--- src/rtl/core/gxdl_pkg.sv ---
package gxdl_pkg;

  // What the back end does to a parameter word.
  typedef enum logic [1:0] {
    OP_PASS = 2'd0,
    OP_BOTH = 2'd1,
    OP_LOW  = 2'd2
  } op_t;

  localparam logic [7:0] CMD_VTX_16    = 8'h23;
  localparam logic [7:0] CMD_VTX_FIRST = 8'h25;
  localparam logic [7:0] CMD_VTX_LAST  = 8'h27;
  localparam logic [3:0] SHIFT_RESET   = 4'd1;

  typedef struct packed {
    logic       refuse;
    logic [5:0] count;
  } cmd_info_t;

  // One entry of the queue between the parser and the rescaler.
  typedef struct packed {
    logic [31:0] word;
    op_t         op;
    logic        error_seen;
    logic        last;
    logic        stream_ok;
  } item_t;

  function automatic cmd_info_t cmd_info(input logic [7:0] code);
    cmd_info_t info;
    info.refuse = 1'b0;
    info.count  = 6'd0;
    if (code inside {8'h00, 8'h11, 8'h15, 8'h41}) begin
      info.count = 6'd0;
    end else if (code == 8'h1b) begin
      info.count = 6'd3;
    end else if (code == CMD_VTX_16) begin
      info.count = 6'd2;
    end else if (code == 8'h34) begin
      info.count = 6'd32;
    end else if (code inside {8'h24, 8'h28}) begin
      info.refuse = 1'b1;
    end else if (code inside {8'h10, [8'h12:8'h14], [8'h20:8'h2b], [8'h30:8'h33], 8'h40}) begin
      info.count = 6'd1;
    end else begin
      info.refuse = 1'b1;
    end
    return info;
  endfunction

endpackage

--- src/rtl/core/gxdl_if.sv ---
interface gxdl_in_if;
  logic        valid;
  logic        ready;
  logic [31:0] word_in;
  logic        last_in;

  modport source (output valid, output word_in, output last_in, input ready);
  modport sink (input valid, input word_in, input last_in, output ready);
endinterface

interface gxdl_out_if;
  logic        valid;
  logic        ready;
  logic [31:0] word_out;
  logic        error_seen;
  logic        last_out;
  logic        stream_ok;

  modport source (output valid, output word_out, output error_seen, output last_out,
                  output stream_ok, input ready);
  modport sink (input valid, input word_out, input error_seen, input last_out,
                input stream_ok, output ready);
endinterface

--- src/rtl/core/gxdl_front.sv ---
module gxdl_front (
  input  logic           clk,
  input  logic           rst,
  gxdl_in_if.sink        in_ch,
  input  logic           q_ready,
  output logic           q_valid,
  output gxdl_pkg::item_t q_item
);

  logic [31:0] packed_cmds;
  logic [1:0]  slot;
  logic [5:0]  owed;
  logic [7:0]  active;
  logic        expecting;
  logic        refused;

  logic [31:0] packed_cmds_next;
  logic [1:0]  slot_next;
  logic [5:0]  owed_next;
  logic [7:0]  active_next;
  logic        expecting_next;
  logic        refused_next;

  assign in_ch.ready = q_ready;
  assign q_valid     = in_ch.valid;

  always_comb begin
    logic [5:0]          owed_dec;
    logic [2:0]          first;
    logic                do_adv;
    logic                done;
    gxdl_pkg::cmd_info_t info;
    gxdl_pkg::op_t       op;

    packed_cmds_next = packed_cmds;
    slot_next        = slot;
    owed_next        = owed;
    active_next      = active;
    expecting_next   = expecting;
    refused_next     = refused;
    owed_dec         = owed - 6'd1;
    first            = 3'd0;
    do_adv           = 1'b0;
    done             = 1'b0;
    info             = '0;
    op               = gxdl_pkg::OP_PASS;

    if (!refused) begin
      if (expecting) begin
        packed_cmds_next = in_ch.word_in;
        do_adv           = 1'b1;
      end else begin
        if (active == gxdl_pkg::CMD_VTX_16) begin
          if (owed == 6'd2) begin
            op = gxdl_pkg::OP_BOTH;
          end else if (owed == 6'd1) begin
            op = gxdl_pkg::OP_LOW;
          end
        end else if (active >= gxdl_pkg::CMD_VTX_FIRST && active <= gxdl_pkg::CMD_VTX_LAST) begin
          op = gxdl_pkg::OP_BOTH;
        end
        owed_next = owed_dec;
        if (owed_dec == 6'd0) begin
          do_adv = 1'b1;
          first  = {1'b0, slot} + 3'd1;
        end
      end
    end

    // Find next slot owing parameter beats; skip zero-count codes, stop on refusal.
    if (do_adv) begin
      expecting_next = 1'b1;
      owed_next      = 6'd0;
      for (int k = 0; k < 4; k++) begin
        if (!done && 3'(k) >= first) begin
          info = gxdl_pkg::cmd_info(packed_cmds_next[8*k +: 8]);
          if (info.refuse) begin
            refused_next   = 1'b1;
            expecting_next = 1'b1;
            owed_next      = 6'd0;
            done           = 1'b1;
          end else if (info.count != 6'd0) begin
            active_next    = packed_cmds_next[8*k +: 8];
            owed_next      = info.count;
            slot_next      = 2'(k);
            expecting_next = 1'b0;
            done           = 1'b1;
          end
        end
      end
    end

    if (in_ch.last_in && !refused_next && !expecting_next) begin
      refused_next = 1'b1;
    end

    q_item.word       = in_ch.word_in;
    q_item.op         = op;
    q_item.error_seen = refused_next;
    q_item.last       = in_ch.last_in;
    q_item.stream_ok  = in_ch.last_in && !refused_next;

    // The last beat of a stream returns the parser to its start state.
    if (in_ch.last_in) begin
      packed_cmds_next = 32'd0;
      slot_next        = 2'd0;
      owed_next        = 6'd0;
      active_next      = 8'd0;
      expecting_next   = 1'b1;
      refused_next     = 1'b0;
    end
  end

  always_ff @(posedge clk) begin
    if (rst) begin
      packed_cmds <= 32'd0;
      slot        <= 2'd0;
      owed        <= 6'd0;
      active      <= 8'd0;
      expecting   <= 1'b1;
      refused     <= 1'b0;
    end else if (in_ch.valid && in_ch.ready) begin
      packed_cmds <= packed_cmds_next;
      slot        <= slot_next;
      owed        <= owed_next;
      active      <= active_next;
      expecting   <= expecting_next;
      refused     <= refused_next;
    end
  end

endmodule

--- src/rtl/core/gxdl_queue.sv ---
module gxdl_queue (
  input  logic            clk,
  input  logic            rst,
  input  logic            push_valid,
  output logic            push_ready,
  input  gxdl_pkg::item_t push_item,
  output logic            pop_valid,
  input  logic            pop_ready,
  output gxdl_pkg::item_t pop_item
);

  gxdl_pkg::item_t entries [2];
  logic            wr_ptr;
  logic            rd_ptr;
  logic [1:0]      count;
  logic            push;
  logic            pop;

  assign push_ready = (count != 2'd2);
  assign pop_valid  = (count != 2'd0);
  assign pop_item   = entries[rd_ptr];
  assign push       = push_valid && push_ready;
  assign pop        = pop_valid && pop_ready;

  always_ff @(posedge clk) begin
    if (push) begin
      entries[wr_ptr] <= push_item;
    end
  end

  always_ff @(posedge clk) begin
    if (rst) begin
      wr_ptr <= 1'b0;
      rd_ptr <= 1'b0;
      count  <= 2'd0;
    end else begin
      if (push) begin
        wr_ptr <= ~wr_ptr;
      end
      if (pop) begin
        rd_ptr <= ~rd_ptr;
      end
      if (push && !pop) begin
        count <= count + 2'd1;
      end else if (pop && !push) begin
        count <= count - 2'd1;
      end
    end
  end

endmodule

--- src/rtl/core/gxdl_back.sv ---
module gxdl_back (
  input  logic            clk,
  input  logic            rst,
  input  logic [3:0]      shift,
  input  logic            pop_valid,
  output logic            pop_ready,
  input  gxdl_pkg::item_t pop_item,
  gxdl_out_if.source      out_ch
);

  // Signed divide by 2^sh, rounding half away from zero.
  function automatic logic [15:0] scale_half(input logic [15:0] raw, input logic [3:0] sh);
    logic [16:0] mag;
    logic [16:0] half;
    logic [16:0] r;
    logic [16:0] neg_r;
    half  = 17'd1 << (sh - 4'd1);
    mag   = raw[15] ? (17'h10000 - {1'b0, raw}) : {1'b0, raw};
    r     = (mag + half) >> sh;
    neg_r = 17'd0 - r;
    if (sh == 4'd0) begin
      return raw;
    end
    return raw[15] ? neg_r[15:0] : r[15:0];
  endfunction

  logic [31:0] word_next;
  logic        out_valid;

  assign pop_ready    = !out_valid || out_ch.ready;
  assign out_ch.valid = out_valid;

  always_comb begin
    case (pop_item.op)
      gxdl_pkg::OP_BOTH: word_next = {scale_half(pop_item.word[31:16], shift),
                                      scale_half(pop_item.word[15:0], shift)};
      gxdl_pkg::OP_LOW:  word_next = {pop_item.word[31:16],
                                      scale_half(pop_item.word[15:0], shift)};
      default:           word_next = pop_item.word;
    endcase
  end

  always_ff @(posedge clk) begin
    if (rst) begin
      out_valid <= 1'b0;
    end else if (pop_ready) begin
      out_valid <= pop_valid;
    end
  end

  always_ff @(posedge clk) begin
    if (pop_valid && pop_ready) begin
      out_ch.word_out   <= word_next;
      out_ch.error_seen <= pop_item.error_seen;
      out_ch.last_out   <= pop_item.last;
      out_ch.stream_ok  <= pop_item.stream_ok;
    end
  end

endmodule

--- src/rtl/core/gx_display_list_vertex_rescale.sv ---
// Display-list vertex rescaler.
// in_ch carries 32-bit display-list beats (word_in, last_in) with valid/ready.
// A command beat packs four command codes, low byte first; their parameter
// beats follow in slot order. Vertex coordinate halves in parameter beats
// are divided by 2^scale_shift, rounded half away from zero.
// out_ch returns exactly one beat per input beat, in order: the word, the
// sticky error flag, a copy of last, and on the last beat stream_ok.
// cfg_we/cfg_wdata write scale_shift (reset value 1); write it only while
// the block is idle.
// Throughput is one beat per cycle while the receiver takes every beat. An
// accepted input beat goes through the parser into the two-entry queue,
// then through the rescaler into the output register.
// When the receiver stalls, the output register holds and the queue fills;
// in_ch.ready drops once both queue entries are taken.
// Synchronous reset empties the queue and output register and returns the
// parser to the start of a stream.
module gx_display_list_vertex_rescale (
  input  logic        clk,
  input  logic        rst,
  input  logic        cfg_we,
  input  logic [3:0]  cfg_wdata,
  gxdl_in_if.sink     in_ch,
  gxdl_out_if.source  out_ch
);

  logic            q_push_valid;
  logic            q_push_ready;
  gxdl_pkg::item_t q_push_item;
  logic            q_pop_valid;
  logic            q_pop_ready;
  gxdl_pkg::item_t q_pop_item;
  logic [3:0]      scale_shift;

  always_ff @(posedge clk) begin
    if (rst) begin
      scale_shift <= gxdl_pkg::SHIFT_RESET;
    end else if (cfg_we) begin
      scale_shift <= cfg_wdata;
    end
  end

  gxdl_front u_front (
    .clk     (clk),
    .rst     (rst),
    .in_ch   (in_ch),
    .q_ready (q_push_ready),
    .q_valid (q_push_valid),
    .q_item  (q_push_item)
  );

  gxdl_queue u_queue (
    .clk        (clk),
    .rst        (rst),
    .push_valid (q_push_valid),
    .push_ready (q_push_ready),
    .push_item  (q_push_item),
    .pop_valid  (q_pop_valid),
    .pop_ready  (q_pop_ready),
    .pop_item   (q_pop_item)
  );

  gxdl_back u_back (
    .clk       (clk),
    .rst       (rst),
    .shift     (scale_shift),
    .pop_valid (q_pop_valid),
    .pop_ready (q_pop_ready),
    .pop_item  (q_pop_item),
    .out_ch    (out_ch)
  );

  a_ok_means_clean_end: assert property (@(posedge clk) disable iff (rst)
    out_ch.valid && out_ch.stream_ok |-> out_ch.last_out && !out_ch.error_seen)
    else $error("stream_ok set on a beat that is not a clean stream end");

  a_ok_on_clean_queue_end: assert property (@(posedge clk) disable iff (rst)
    q_pop_valid && q_pop_item.last && !q_pop_item.error_seen |-> q_pop_item.stream_ok)
    else $error("clean stream end queued without stream_ok");

  a_pass_after_refusal: assert property (@(posedge clk) disable iff (rst)
    q_push_valid && q_push_ready && !in_ch.last_in && q_push_item.error_seen
    |=> !(q_push_valid && q_push_item.op != gxdl_pkg::OP_PASS))
    else $error("word rescaled after the stream was refused");

  a_cfg_write: assert property (@(posedge clk) disable iff (rst)
    cfg_we |=> scale_shift == $past(cfg_wdata))
    else $error("scale_shift did not take the written value");

endmodule
--- src/flat_wrapper.sv ---
// flat-port wrapper written by rule: the top's interface ports become plain ports
module gx_display_list_vertex_rescale_flat 
  (clk, rst, cfg_we, cfg_wdata, in_ch_valid, in_ch_word_in, in_ch_last_in, in_ch_ready, out_ch_valid, out_ch_word_out, out_ch_error_seen, out_ch_last_out, out_ch_stream_ok, out_ch_ready);
  gxdl_in_if in_ch_i ();
  gxdl_out_if out_ch_i ();
  input  logic clk;
  input  logic rst;
  input  logic cfg_we;
  input  logic [3:0] cfg_wdata;
  input wire logic [$bits(in_ch_i.valid)-1:0] in_ch_valid;
  input wire logic [$bits(in_ch_i.word_in)-1:0] in_ch_word_in;
  input wire logic [$bits(in_ch_i.last_in)-1:0] in_ch_last_in;
  output wire logic [$bits(in_ch_i.ready)-1:0] in_ch_ready;
  output wire logic [$bits(out_ch_i.valid)-1:0] out_ch_valid;
  output wire logic [$bits(out_ch_i.word_out)-1:0] out_ch_word_out;
  output wire logic [$bits(out_ch_i.error_seen)-1:0] out_ch_error_seen;
  output wire logic [$bits(out_ch_i.last_out)-1:0] out_ch_last_out;
  output wire logic [$bits(out_ch_i.stream_ok)-1:0] out_ch_stream_ok;
  input wire logic [$bits(out_ch_i.ready)-1:0] out_ch_ready;
  assign in_ch_i.valid = in_ch_valid;
  assign in_ch_i.word_in = in_ch_word_in;
  assign in_ch_i.last_in = in_ch_last_in;
  assign in_ch_ready = in_ch_i.ready;
  assign out_ch_valid = out_ch_i.valid;
  assign out_ch_word_out = out_ch_i.word_out;
  assign out_ch_error_seen = out_ch_i.error_seen;
  assign out_ch_last_out = out_ch_i.last_out;
  assign out_ch_stream_ok = out_ch_i.stream_ok;
  assign out_ch_i.ready = out_ch_ready;
  gx_display_list_vertex_rescale u_core (.clk(clk), .rst(rst), .cfg_we(cfg_we), .cfg_wdata(cfg_wdata), .in_ch(in_ch_i), .out_ch(out_ch_i));
endmodule
--- config.mk ---
export PLATFORM = sky130hd
export DESIGN_NAME = gx_display_list_vertex_rescale_flat
export DESIGN_NICKNAME = d
export VERILOG_FILES = /design/src/rtl/core/gxdl_pkg.sv /design/src/rtl/core/gxdl_if.sv /design/src/rtl/core/gxdl_front.sv /design/src/rtl/core/gxdl_queue.sv /design/src/rtl/core/gxdl_back.sv /design/src/rtl/core/gx_display_list_vertex_rescale.sv /design/src/flat_wrapper.sv
export SDC_FILE = /design/constraint.sdc
export NUM_CORES = 1
export LEC_CHECK = 0
export BUFFER_PORTS_ARGS = -buffer_cell sky130_fd_sc_hd__buf_4
export CAP_MARGIN = 20
export CORE_UTILIZATION = 44
export CTS_BUF_LIST = sky130_fd_sc_hd__clkbuf_16
export DETAILED_ROUTE_END_ITERATION = 12
export GPL_TIMING_DRIVEN = 0
export PLACE_DENSITY = 0.62
export RECOVER_POWER = 100
export SYNTH_ARGS = -nofsm -noshare
export SYNTH_HDL_FRONTEND = slang
export SYNTH_SLANG_ARGS = --single-unit
--- constraint.sdc ---
create_clock -name clk -period 9.4 [get_ports clk]
set_clock_uncertainty 0.15 [all_clocks]
set_input_delay 0.47 -clock clk [delete_from_list [all_inputs] [get_ports clk]]
set_output_delay 0.47 -clock clk [all_outputs]
set_load 0.05 [all_outputs]
==> results of run 1 <==
-- cell type report --
| class | instances | share of cell area (%) |
|---|---|---|
| clock inverter | 14 | 0.787 |
| tap | 402 | 3.23 |
| buffer | 97 | 2.51 |
| clock buffer | 18 | 2.89 |
| multi-input combinational | 1388 | 58.8 |
| timing repair buffer | 77 | 2.00 |
| sequential | 169 | 28.7 |
| inverter | 44 | 1.06 |
-- logic make-up (layout without fill, tap and decap cells) --
logic type / Yosys count / count (layout) / share of synthesized area, %
multiplexers: 106 / 106 / 7.93
buffers and inverters: 141 / 250 / 4.03
adder cells (fa/ha/maj): 46 / 46 / 4.15
flip-flops: 169 / 169 / 31.5
AO/OA/AOI/OAI: 529 / 529 / 26.2
XOR/XNOR: 69 / 69 / 4.30
AND/OR/NAND/NOR: 638 / 638 / 21.9
-- layer usage --
layer / up-vias / routed length (um) / track usage (%)
li1: 6707 / - / -
met1: 7045 / 23100 / 41.5
met2: 636 / 26700 / 56.9
met3: 143 / 3350 / 4.47
met4: 0 / 2700 / 17.2
met5: - / 0 / 0
-- metrics by stage --
stage	worst slack (ns)	instance area [um^2]	util, %
finish	0.514	15600	49.3
global route	0.101	15600	49.3
CTS	0.828	15900	50.2
detailed placement	0.872	15300	48.4
global placement	0.814	15300	48.3
floorplan	3.30	14200	-
-- registers in the layout (all words and copies together), names as in the netlist, named ones only --
register                         cells
u_core.u_front.slot                  2
u_core.u_back.out_ch.valid           1
u_core.u_queue.entries              74
u_core.u_queue.rd_ptr                1
u_core.u_front.refused               1
u_core.u_back.out_ch.stream_ok       1
u_core.u_front.expecting             1
u_core.u_front.owed                  6
u_core.u_front.packed_cmds          32
u_core.u_back.out_ch.error_seen      1
u_core.u_back.out_ch.last_out        1
u_core.u_back.out_ch.word_out       32
u_core.scale_shift                   4
u_core.u_queue.count                 2
u_core.u_queue.wr_ptr                1
u_core.u_front.active                8
-- worst paths after layout --
kind	end	start	slack, ns	cells past startpoint
max	u_core.u_back.out_ch.word_out[30]	flop	0.51	18
min	u_core.scale_shift[1]	cfg_wdata[1]	0.12	3
max reg2reg	u_core.u_back.out_ch.word_out[30]	flop	0.51	18
min reg2reg	u_core.u_back.out_ch.valid	u_core.u_back.out_ch.valid	0.36	2
-- where the power goes --
group | internal [mW] | leakage [nW] | total (mW) | switching (mW)
clock | 0.382 | 0.283 | 0.696 | 0.314
sequential | 1.02 | 1.52 | 1.08 | 0.0631
combinational | 0.991 | 3.89 | 3.18 | 2.19
-- layout by cell type, fill, tap and decap left out, drive strengths merged, types with 23 or more instances in the layout --
cell	instances
inv	48
o21ai	83
a22oi	31
edfxtp	109
mux2	23
a211oi	30
nor3	48
a31oi	27
xor2	25
a21o	23
ha	44
a21oi	104
nand4	23
nand2	138
xnor2	44
dfxtp	60
o22ai	31
nand3	48
clkbuf	174
mux2i	80
nor2	225
nor4	24
-- worst min-delay path: cells and delay by family --
family / cells / cell delay (ns)
AND/OR/NAND/NOR: 1 / 0.08
buffers and inverters: 1 / 0.08
multiplexers: 1 / 0.05
==> results.cfg, run 1 <==
[synthesis]
netlist_area_um2 = 14200
yosysMostFrequentCell = nor2_1
ys_top_cells_by_count = nor2_1, nand2_1, edfxtp_1, a21oi_1, mux2i_1
synthTopCellsByArea = edfxtp_1, dfxtp_1, nor2_1
yosysTopAreaCellShare_pct = 23.0
synth_warnings = 0
yosysSeqAreaShare_pct = 31.5
async_flop_share_pct = 0
synth_top_cell_by_area = edfxtp_1
synth_flop_cell = edfxtp_1
ys_ff_latch = 169
synth_cell_types = 104
avgSynthCellArea_um2 = 8.37
synth_enable_flop_cells = 109
syn-instance-count = 1698
syn-num-nets = 1786

[global_routing]
grt_use_total_pct = 33.5
grt_overflow = 0
grt_max_degree = 38
grt_pass1_wl_um = 83700
grt_pass1_vias = 13875
antenna_found_initial = 0

[setup_path]
critPathArrivalTime_ns = 8.89
worst_path_largest_cell_delay_ns = 1.03
critPathCaptureType = flop
path_max_fanout = 10
critPathKind = flop to flop
setup.worst_path.start_class = flop
path_cells = clkbuf_1, clkbuf_1, clkbuf_1, clkbuf_1, mux2i_1, nand3_1, nand2_1, xor2_1, ha_1, a21oi_1, nand3_1, o21ai_0, nor3_1, a2111oi_1, nand4_1, o41ai_1, xnor2_1, o22ai_1
crit_top_cell = clkbuf_1
cpMaxStageDelayCell = a2111oi_1
path_buf_inv = 4
critPathTopFamily = compound AO/OA/AOI/OAI gates
crit_required_ns = 9.40

[die]
die-area_um2 = 33000
core_area_um2 = 31600
io-pin-count = 79
initial_utilization_pct = 44.9
die_w_um = 182
die_y_um = 182
core.rowCount = 65

[clock_network]
cts-root-buf = clkbuf_16
clk_pin_slew_worst_paths_ns = 0.07
htreeDepth = 4
cts_tree = built
cts_buffers = 17
clk_latency_ns = 0.44
cts-resized-gates = 0
clock_sinks = 169
postCtsSetupRepairBufs = 0
clockBufferDepth = 2
hold_buffers = 0

[run]
max_cap_violations = 3

[drt]
final_antenna_net_count = 0
avgRoutedWirePerCell_um = 25.3
drc_errors = 0
routed_wl_um = 55800
avgViaCountPerCell = 6.58
firstDrtPassIters = 6
drtIter0Drc = 1460
vias = 14531

[placed_design]
gp_congestion = 1.01
portBuffers = 76
hpwl_um = 44000
placed_cells = 2177

[sta]
finalCritPeriodShare_pct = 94.5
setup_violations = 0
setup-tns-final_ns = 0
maxSlewViolCount = 108
fmax_mhz = 113
max-slew-margin-rel_pct = -21.8
holdWs_ns = 0.118
post-route-min-period_ns = 8.89
final-hold-violation-count = 0
tightest_slew_ns = 1.83
rsz0062_at_grt = no

[cells_and_area]
seq_area_um2 = 4470
final_nets = 1882
multi_input_area_um2 = 9160
layout.cells.non_filler = 2209
drive_above_1_share_pct = 5.64
synthToLayoutAreaGrowth_pct = 9.60
n_antenna_cell = 0
fillers = 3136

[run_status]
violations = max-capacitance violations, max-slew violations
status = finished with violations

[pwr]
powerDensity_nw_per_um2 = 318
power_mw = 4.96
ir_drop_mv = 0.161
p_leak_nw = 5.69

[worst_hold_path]
min-delay-path-class = primary input to flop
No activity file was read; power rests on OpenSTA's default activity.
==> inputs of run 2 (changes only) <==
--- a/config.mk
+++ b/config.mk
@@ -15,4 +15,6 @@
 export RECOVER_POWER = 100
 export SYNTH_ARGS = -nofsm -noshare
 export SYNTH_HDL_FRONTEND = slang
+export SYNTH_HIERARCHICAL = 1
 export SYNTH_SLANG_ARGS = --single-unit
+export TNS_END_PERCENT = 10
==> constraint.sdc (replaced) <==
create_clock -name clk -period 9.4 [get_ports clk]
set_clock_uncertainty 0.15 [all_clocks]
set_input_delay 0.94 -clock clk [delete_from_list [all_inputs] [get_ports clk]]
set_output_delay 0.94 -clock clk [all_outputs]
set_load 0.05 [all_outputs]
==> results.cfg, run 2 <==
[clock_network]
clk_pin_slew_worst_paths_ns = 0.08
clockBufferDepth = 2
htreeDepth = 4
clock_sinks = 169
postCtsSetupRepairBufs = 0
hold_buffers = 0
cts_buffers = 17
clk_latency_ns = 0.46
cts_tree = built
cts-resized-gates = 0
cts-root-buf = clkbuf_16

[setup_path]
critPathKind = flop to flop
cpMaxStageDelayCell = clkbuf_1
worst_path_largest_cell_delay_ns = 0.68
path_max_fanout = 10
critPathArrivalTime_ns = 8.46
crit_required_ns = 9.43
critPathCaptureType = flop
path_cells = clkbuf_1, clkbuf_1, mux2_2, or4_1, or3_1, or3_1, o31ai_1, xnor2_1, ha_1, clkbuf_1, nand2_1, a21oi_1, o21bai_1, o22ai_1, mux2_2, o22ai_1, nor3_1, a211oi_1, nand4_1, nor3_1, a31oi_1, nor3_1
setup.worst_path.start_class = flop

[placed_design]
hpwl_um = 40800
portBuffers = 75
gp_congestion = 1.02
dpl_cell_area_um2 = 15900

[cells_and_area]
final_nets = 1868
mostFrequentLayoutCell = nor2_1
n_antenna_cell = 0
layout_common_cells = nor2_1, nand2_1, clkbuf_1, edfxtp_1
reg_top3 = u_core/u_queue/entries (74), u_core/u_back/out_ch.word_out (32), u_core/u_front/packed_cmds (32)
largest-register = u_core/u_queue/entries
finalInstanceArea_um2 = 16100
synthToLayoutAreaGrowth_pct = 9.11
largest_register_ffs = 74
drive_above_1_share_pct = 11.6

[die]
core.rowCount = 66
die-area_um2 = 34200
core_area_um2 = 32800
initial_utilization_pct = 45.0
die_w_um = 185
die_y_um = 185
io-pin-count = 79

[sta]
tightest_slew_ns = 1.77
post-route-min-period_ns = 8.43
finalCritPeriodShare_pct = 89.7
fmax_mhz = 119
maxSlewViolCount = 95
rsz0062_at_grt = no
final-hold-violation-count = 0
max-slew-margin-rel_pct = -17.8
setup_violations = 0
setup-tns-final_ns = 0

[drt]
final_antenna_net_count = 0
m1WireLength_um = 22400
dr_wl_met3_um = 3640
drc_errors = 0
top_layer_used = met4
drtIter0Drc = 1825
avgViaCountPerCell = 6.44
firstDrtPassIters = 6
avgRoutedWirePerCell_um = 23.7
routed_wl_um = 53200
wl_met2_um = 24400
vias = 14422

[pwr]
p_leak_nw = 5.80
ir_drop_mv = 0.151
powerDensity_nw_per_um2 = 307

[synthesis]
synth_flop_cell = edfxtp_1
ys_ff_latch = 169
yosysMostFrequentCell = nor2_1
yosysSeqAreaShare_pct = 30.3
yosysTopAreaCellShare_pct = 22.2
async_flop_share_pct = 0
syn-instance-count = 1688
ys_top_cells_by_count = nor2_1, nand2_1, edfxtp_1, a21oi_1, o21ai_0
avgSynthCellArea_um2 = 8.73
synth_top_cell_by_area = edfxtp_1
syn-num-nets = 1772
synth_enable_flop_cells = 109
synth_cell_types = 121
netlist_area_um2 = 14700
synth_warnings = 6
synthTopCellsByArea = edfxtp_1, dfxtp_1, mux2_2

[global_routing]
antenna_found_initial = 0
grt_pass1_vias = 13381
grt_use_total_pct = 31.1
grt_overflow = 0
grt_max_degree = 38
grt_pass1_wl_um = 80100

[run]
max_cap_violations = 3

[run_status]
violations = max-capacitance violations, max-slew violations
status = finished with violations

[worst_hold_path]
min-delay-path-class = flop to flop
==> run 2: kinds of logic after synthesis <==
kind of cell	count (synthesis)	share of synthesized area, %
DFF	169	30.3
xor gates and xnor gates	80	4.75
adders and majority gates	45	3.78
AOI/OAI and AO/OA	508	25.5
muxes	118	8.86
buffers and inverters	169	6.05
and+or+nand+nor	599	20.7
==> run 2: cell type report <==
class | count | area [um^2]
buffer | 125 | 656
inverter | 44 | 165
timing repair buffer | 77 | 313
sequential | 169 | 4470
clock inverter | 15 | 165
multi-input combinational | 1350 | 9340
tap | 442 | 553
fill | 3228 | 16700
clock buffer | 17 | 425
==> run 2: path summary, 6_finish.rpt <==
path                            start                                 to  slack [ns]  cells after the start
max                              flop  u_core/u_back/out_ch.word_out[15]        0.97                     22
min          u_core/u_front/active[7]           u_core/u_front/active[7]        0.31                      1
min reg2reg  u_core/u_front/active[7]           u_core/u_front/active[7]        0.31                      1
max reg2reg                      flop  u_core/u_back/out_ch.word_out[15]        0.97                     22
==> run 2: routing by layer <==
metal  vias to the layer above  global-route usage [%]
met3                       146                    4.03
met5                         -                       0
met2                       715                    50.2
met1                      6934                    40.3
met4                         0                    17.1
li1                       6627                       -
==> run 2: report_power, final <==
part / switching (mW) / internal, mW / total, mW
sequential: 0.0575 / 1.01 / 1.07
combinational: 2.14 / 1.01 / 3.15
clock: 0.332 / 0.397 / 0.729
==> run 2: worst max-delay path: cells and delay by family (launching register included) <==
kind / cells / cell delay, ns
AND/OR/NAND/NOR: 8 / 2.84
AO/OA/AOI/OAI: 7 / 1.92
buffers and inverters: 3 / 1.58
multiplexers: 2 / 0.87
flip-flops: 1 / 0.33
adder cells (fa/ha/maj): 1 / 0.31
XOR/XNOR: 1 / 0.16
==> run 2: per-stage QoR <==
step	total power, mW	utilization [%]	hold WS, ns	setup slack [ns]	cells
after global routing	5.21	49.1	0.329	0.665	2239
after floorplan	3.38	-	0.278	3.21	1688
after CTS	5.00	50.3	0.305	1.84	2239
after global placement	4.24	48.4	0.292	1.89	2205
final	4.94	49.1	0.308	0.969	2239
after detailed placement	4.27	48.5	0.296	1.86	2207
